$ cat src/rtl/r250_pkg.sv
package r250_pkg;

    localparam int TABLE_DEPTH = 250;
    localparam int ADDR_W      = 8;
    localparam int WORD_W      = 16;
    localparam int DIV_W       = 17;
    localparam int DIV_STEPS   = 17;
    localparam int DIV_CNT_W   = 5;
    localparam int DIAG_COUNT  = 16;
    localparam int DIAG_W      = 4;

    localparam logic [ADDR_W-1:0]    LAST_ADDR   = ADDR_W'(TABLE_DEPTH - 1);
    localparam logic [ADDR_W:0]      LAG_AHEAD   = 9'd103;
    localparam logic [ADDR_W:0]      DEPTH_WIDE  = 9'(TABLE_DEPTH);
    localparam logic [31:0]          LCG_MULT    = 32'h015a4e35;
    localparam logic [14:0]          FLAG_LIMIT  = 15'd16384;
    localparam logic [WORD_W-1:0]    WORD_ONES   = 16'hffff;
    localparam logic [WORD_W-1:0]    WORD_TOP    = 16'h8000;
    localparam logic [DIV_W-1:0]     RAND_RANGE  = 17'h10000;
    localparam logic [ADDR_W-1:0]    DIAG_START  = 8'd3;
    localparam logic [ADDR_W-1:0]    DIAG_STEP   = 8'd11;
    localparam logic [DIAG_W-1:0]    DIAG_LAST   = DIAG_W'(DIAG_COUNT - 1);
    localparam logic [DIV_CNT_W-1:0] DIV_LAST    = DIV_CNT_W'(DIV_STEPS - 1);

    localparam logic [1:0] FUNC_RAW     = 2'd0;
    localparam logic [1:0] FUNC_BOUNDED = 2'd1;
    localparam logic [1:0] FUNC_RESEED  = 2'd2;

    typedef enum logic [8:0] {
        ST_IDLE    = 9'b000000001,
        ST_DIV_LIM = 9'b000000010,
        ST_DRAW    = 9'b000000100,
        ST_DIV_MOD = 9'b000001000,
        ST_EMIT    = 9'b000010000,
        ST_FILL    = 9'b000100000,
        ST_MARK    = 9'b001000000,
        ST_DIAG    = 9'b010000000,
        ST_FLUSH   = 9'b100000000
    } state_t;

    typedef struct packed {
        logic              en;
        logic [ADDR_W-1:0] addr;
        logic [WORD_W-1:0] data;
    } mem_wr_t;

    typedef struct packed {
        logic             start;
        logic [DIV_W-1:0] dividend;
        logic [DIV_W-1:0] divisor;
    } div_req_t;

    typedef struct packed {
        logic             done;
        logic [DIV_W-1:0] rem;
    } div_rsp_t;

    localparam logic [WORD_W-1:0] SEED_WORDS [TABLE_DEPTH] = '{
        15301, 57764, 10921, 56345, 19316, 43154, 54727, 49252, 32360, 49582,
        26124, 25833, 34404, 11030, 26232, 13965, 16051, 63635, 55860,  5184,
        15931, 39782, 16845, 11371, 38624, 10328,  9139,  1684, 48668, 59388,
        13297,  1364, 56028, 15687, 63279, 27771,  5277, 44628, 31973, 46977,
        16327, 23408, 36065, 52272, 33610, 61549, 58364,  3472, 21367, 56357,
        56345, 54035,  7712, 55884, 39774, 10241, 50164, 47995,  1718, 46887,
        47892,  6010, 29575, 54972, 30458, 21966, 54449, 10387,  4492,   644,
        57031, 41607, 61820, 54588, 40849, 54052, 59875, 43128, 50370, 44691,
          286, 12071,  3574, 61384, 15592, 45677,  9711, 23022, 35256, 45493,
        48913,   146,  9053,  5881, 36635, 43280, 53464,  8529, 34344, 64955,
        38266, 12730,   101, 16208, 12607, 58921, 22036,  8221, 31337, 11984,
        20290, 26734, 19552,    48, 31940, 43448, 34762, 53344, 60664, 12809,
        57318, 17436, 44730, 19375,    30, 17425, 14117,  5416, 23853, 55783,
        57995, 32074, 26526,  2192, 11447,    11, 53446, 35152, 64610, 64883,
        26899, 25357,  7667,  3577, 39414, 51161,     4, 58427, 57342, 58557,
        53233,  1066, 29237, 36808, 19370, 17493, 37568,     3, 61468, 38876,
        17586, 64937, 21716, 56472, 58160, 44955, 55221, 63880,     1, 32200,
        62066, 22911, 24090, 10438, 40783, 36364, 14999,  2489, 43284,  9898,
        39612,  9245,   593, 34857, 41054, 30162, 65497, 53340, 27209, 45417,
        37497,  4612, 58397, 52910, 56313, 62716, 22377, 40310, 15190, 34471,
        64005, 18090, 11326, 50839, 62901, 59284,  5580, 15231,  9467, 13161,
        58500,  7259,   317, 50968,  2962, 23006, 32280,  6994, 18751,  5148,
        52739, 49370, 51892, 18552, 52264, 54031,  2804, 17360,  1919, 19639,
         2323,  9448, 43821, 11022, 45500, 31509, 49180, 35598, 38883, 19754,
          987, 11521, 55494, 38056, 20664,  2629, 50986, 31009, 54043, 59743
    };

endpackage

$ cat src/rtl/r250_div.sv
module r250_div import r250_pkg::*; (
    input  logic     aclk,
    input  logic     aresetn,
    input  div_req_t req,
    output div_rsp_t rsp
);

    logic                 busy_reg;
    logic                 done_reg;
    logic [DIV_CNT_W-1:0] cnt_reg;
    logic [DIV_W-1:0]     rem_reg;
    logic [DIV_W-1:0]     dvd_reg;
    logic [DIV_W-1:0]     dvs_reg;
    logic [DIV_W:0]       trial;
    logic                 fits;
    logic [DIV_W-1:0]     rem_step;

    assign trial    = {rem_reg, dvd_reg[DIV_W-1]};
    assign fits     = trial >= {1'b0, dvs_reg};
    assign rem_step = fits ? DIV_W'(trial - {1'b0, dvs_reg}) : trial[DIV_W-1:0];

    always_ff @(posedge aclk) begin
        if (!aresetn) begin
            busy_reg <= 1'b0;
            done_reg <= 1'b0;
        end else begin
            done_reg <= 1'b0;
            if (req.start) begin
                busy_reg <= 1'b1;
            end else if (busy_reg && cnt_reg == DIV_LAST) begin
                busy_reg <= 1'b0;
                done_reg <= 1'b1;
            end
        end
    end

    always_ff @(posedge aclk) begin
        if (req.start) begin
            rem_reg <= '0;
            dvd_reg <= req.dividend;
            dvs_reg <= req.divisor;
            cnt_reg <= '0;
        end else if (busy_reg) begin
            rem_reg <= rem_step;
            dvd_reg <= {dvd_reg[DIV_W-2:0], 1'b0};
            cnt_reg <= DIV_CNT_W'(cnt_reg + 1'b1);
        end
    end

    assign rsp.done = done_reg;
    assign rsp.rem  = rem_reg;

    assert property (@(posedge aclk) disable iff (!aresetn) rsp.done |-> rem_reg < dvs_reg)
        else $error("remainder not below divisor");
    assert property (@(posedge aclk) disable iff (!aresetn) req.start |-> !busy_reg)
        else $error("divider started while busy");

endmodule

$ cat config.mk
export PLATFORM = sky130hd
export DESIGN_NAME = r250_div
export DESIGN_NICKNAME = d
export VERILOG_FILES = /design/src/rtl/r250_pkg.sv /design/src/rtl/r250_div.sv
export SDC_FILE = /design/constraint.sdc
export NUM_CORES = 1
export LEC_CHECK = 0
export BUFFER_PORTS_ARGS = -buffer_cell sky130_fd_sc_hd__buf_2
export CORE_UTILIZATION = 40
export CTS_CLUSTER_DIAMETER = 50
export CTS_CLUSTER_SIZE = 30
export DETAILED_ROUTE_END_ITERATION = 8
export REMOVE_ABC_BUFFERS = 1
export SLEW_MARGIN = 20
export SYNTH_ARGS = -nofsm -noshare
export SYNTH_HDL_FRONTEND = slang
export SYNTH_SLANG_ARGS = --single-unit
export TNS_END_PERCENT = 20
$ cat constraint.sdc
create_clock -name aclk -period 4.9 [get_ports aclk]
set_clock_uncertainty 0.15 [all_clocks]
set_input_delay 0.98 -clock aclk [delete_from_list [all_inputs] [get_ports aclk]]
set_output_delay 0.98 -clock aclk [all_outputs]
set_load 0.05 [all_outputs]
==> metrics.cfg <==
[timing]
relSlewSlack_pct = 34.11
timing.final.crit_share_pct = 67.49
tightest_slew_ns = 0.9847
finalHoldViolCount = 0
finalSetupViolations = 0
layout_min_cycle_time_ns = 3.307
maxSlewViolCount = 0
grt_setup_unrepaired = false
setup-tns-final_ns = 0
fmax_ghz = 0.3024

[cells_and_area]
final_core_util_pct = 47.53
final_common_cell = buf_2
drive_above_1_share_pct = 24.03
antenna_cells = 0
final_area_mm2 = 0.003654
layout.nets = 414
area_growth_pct = 15.37
mostFrequentLayoutCells = buf_2, edfxtp_1, inv_1, nand2_1, dfxtp_1
fillers = 761

[clocking]
cts_num_sinks = 58
cts_root_buf = clkbuf_8
post_cts_buffers = 0
cts_tree = yes
post_cts_resized = 0
cts_buffers = 9
htreeDepth = 3
clockBufferDepth = 2
insertion_delay_ns = 0.35
path_clk_slew_ns = 0.06
ctsHoldBuffers = 0

[yosys]
netlist.top_cell.by_area = edfxtp_1
synth_area_mm2 = 0.003167
yosys-top-cells-area = edfxtp_1, dfxtp_1, ha_1
avgSynthCellArea_um2 = 10.49
ys_seq_area_share_pct = 47.41
synth_edf_count = 34
synthArstFlopShare_pct = 0
yosys.cell_types.count = 48
synth_top_flop_cell = edfxtp_1
yosysWarnings = 0
synth_cells = 302
ys_ff_latch = 58
synth_top_cell_area_share_pct = 32.24

[min_path]
hold_path_class = flip-flop to flip-flop

[die]
num_rows = 32
start_util_pct = 41.19
dieArea_mm2 = 0.008276
die_h_um = 90.98
core_area_mm2 = 0.007687
ios = 55
fp.dieW_um = 90.98

[routing]
dr.pass1.iters = 6
routed_wl_um = 6297
drc_errors = 0
drt_iter0_markers = 110
ant_nets = 0
routedWlPerCell_um = 13.57
vias = 2344
via_per_inst = 5.052

[power]
power_leakage_nw = 1.549
ir_worst_vdd_mv = 0.1702
powerDensity_mw_per_mm2 = 307.1

[global_routing]
grt_pass1_wl_um = 10520
overflow = 0
grt_pass1_vias = 2225
antenna_found_initial = 0
grt_max_degree = 47
grt_usage_pct = 16.29

[setup_path]
critPathLaunchType = flip-flop
cp-end-kind = flip-flop
critPathMaxFanout = 25
crit_arrival_ns = 3.39
worstPathRequired_ns = 4.98
crit_type = flip-flop to flip-flop

[outcome]
status = finished clean

[place]
hpwl_um = 4359
dpl_cell_area_mm2 = 0.003496
gp_congestion = 0.8726
port_buffers = 54

[run]
cap_violations = 0

-- where the power goes --
part	internal (mW)	leakage, nW	switching, mW
logic	0.0775	0.932	0.106
registers	0.554	0.533	0.0174
clock network	0.181	0.0844	0.186
-- metal layers --
layer,GRT usage [%],vias up,wire (um)
li1,-,1194,-
met1,20.35,1102,2918
met2,25.88,41,2993
met3,6.114,7,304
met4,5.556,0,81
met5,0,-,0
-- Yosys cell counts, types with 4 or more instances --
library cell	count
mux2_2	17
edfxtp_1	34
xnor2_1	9
nand3_1	7
o21ai_0	18
a21o_1	5
a211oi_1	5
clkbuf_1	5
nor2_1	22
inv_1	25
dfxtp_1	24
ha_1	19
mux2i_1	12
nor3_1	4
nand2_1	25
a21oi_1	13
nand4_1	4
xor2_1	6
-- worst max-delay path, cell delays in order (launching register included) --
cell	delay (ns)
edfxtp_1	0.42
inv_1	0.08
ha_1	0.16
inv_1	0.05
fa_1	0.39
a21o_1	0.21
a221o_1	0.36
a311o_1	0.42
o21a_2	0.44
o311ai_0	0.18
o22ai_1	0.11
a22o_1	0.21
-- final timing paths --
path | startpoint | end | slack [ns] | cells past startpoint
setup reg to reg | dvd_reg[16] | rem_reg[16] | 1.59 | 11
hold reg to reg | rem_reg[10] | rem_reg[10] | 0.35 | 2
setup / recovery | dvd_reg[16] | rem_reg[16] | 1.59 | 11
hold / removal | rem_reg[10] | rem_reg[10] | 0.35 | 2
-- layout make-up --
type | instances | area (um^2) | area share [%]
clock buffers | 12 | 135.1 | 3.699
clock inverters | 4 | 21.27 | 0.5822
inverters | 25 | 93.84 | 2.568
multi-input cells | 208 | 1496 | 40.96
flip-flops and latches | 58 | 1501 | 41.10
well taps | 102 | 127.6 | 3.493
repair buffers | 55 | 277.8 | 7.603
-- per-stage QoR --
| step | hold WS, ns | worst slack [ns] | std cells | total power, mW |
|---|---|---|---|---|
| 3_5_place_dp | 0.3374 | 1.324 | 448 | 0.7665 |
| 6_report | 0.3464 | 1.593 | 464 | 1.122 |
| 5_1_grt | 0.3820 | 1.429 | 464 | 1.183 |
| 2_1_floorplan | 0.3294 | 1.651 | 291 | 0.7102 |
| 3_3_place_gp | 0.3283 | 1.407 | 448 | 0.7625 |
| 4_1_cts | 0.3483 | 1.320 | 464 | 1.140 |
-- cell families (layout without fill, tap and decap cells) --
group,Yosys count,after routing,synth area share [%]
AOI/OAI and AO/OA,69,69,13.95
xor gates and xnor gates,15,15,4.149
DFF,58,58,47.41
and+or+nand+nor,75,75,11.14
adders and majority gates,20,20,8.139
muxes,29,29,9.838
buffers and inverters,36,96,5.374
No activity file was read; power rests on OpenSTA's default activity.
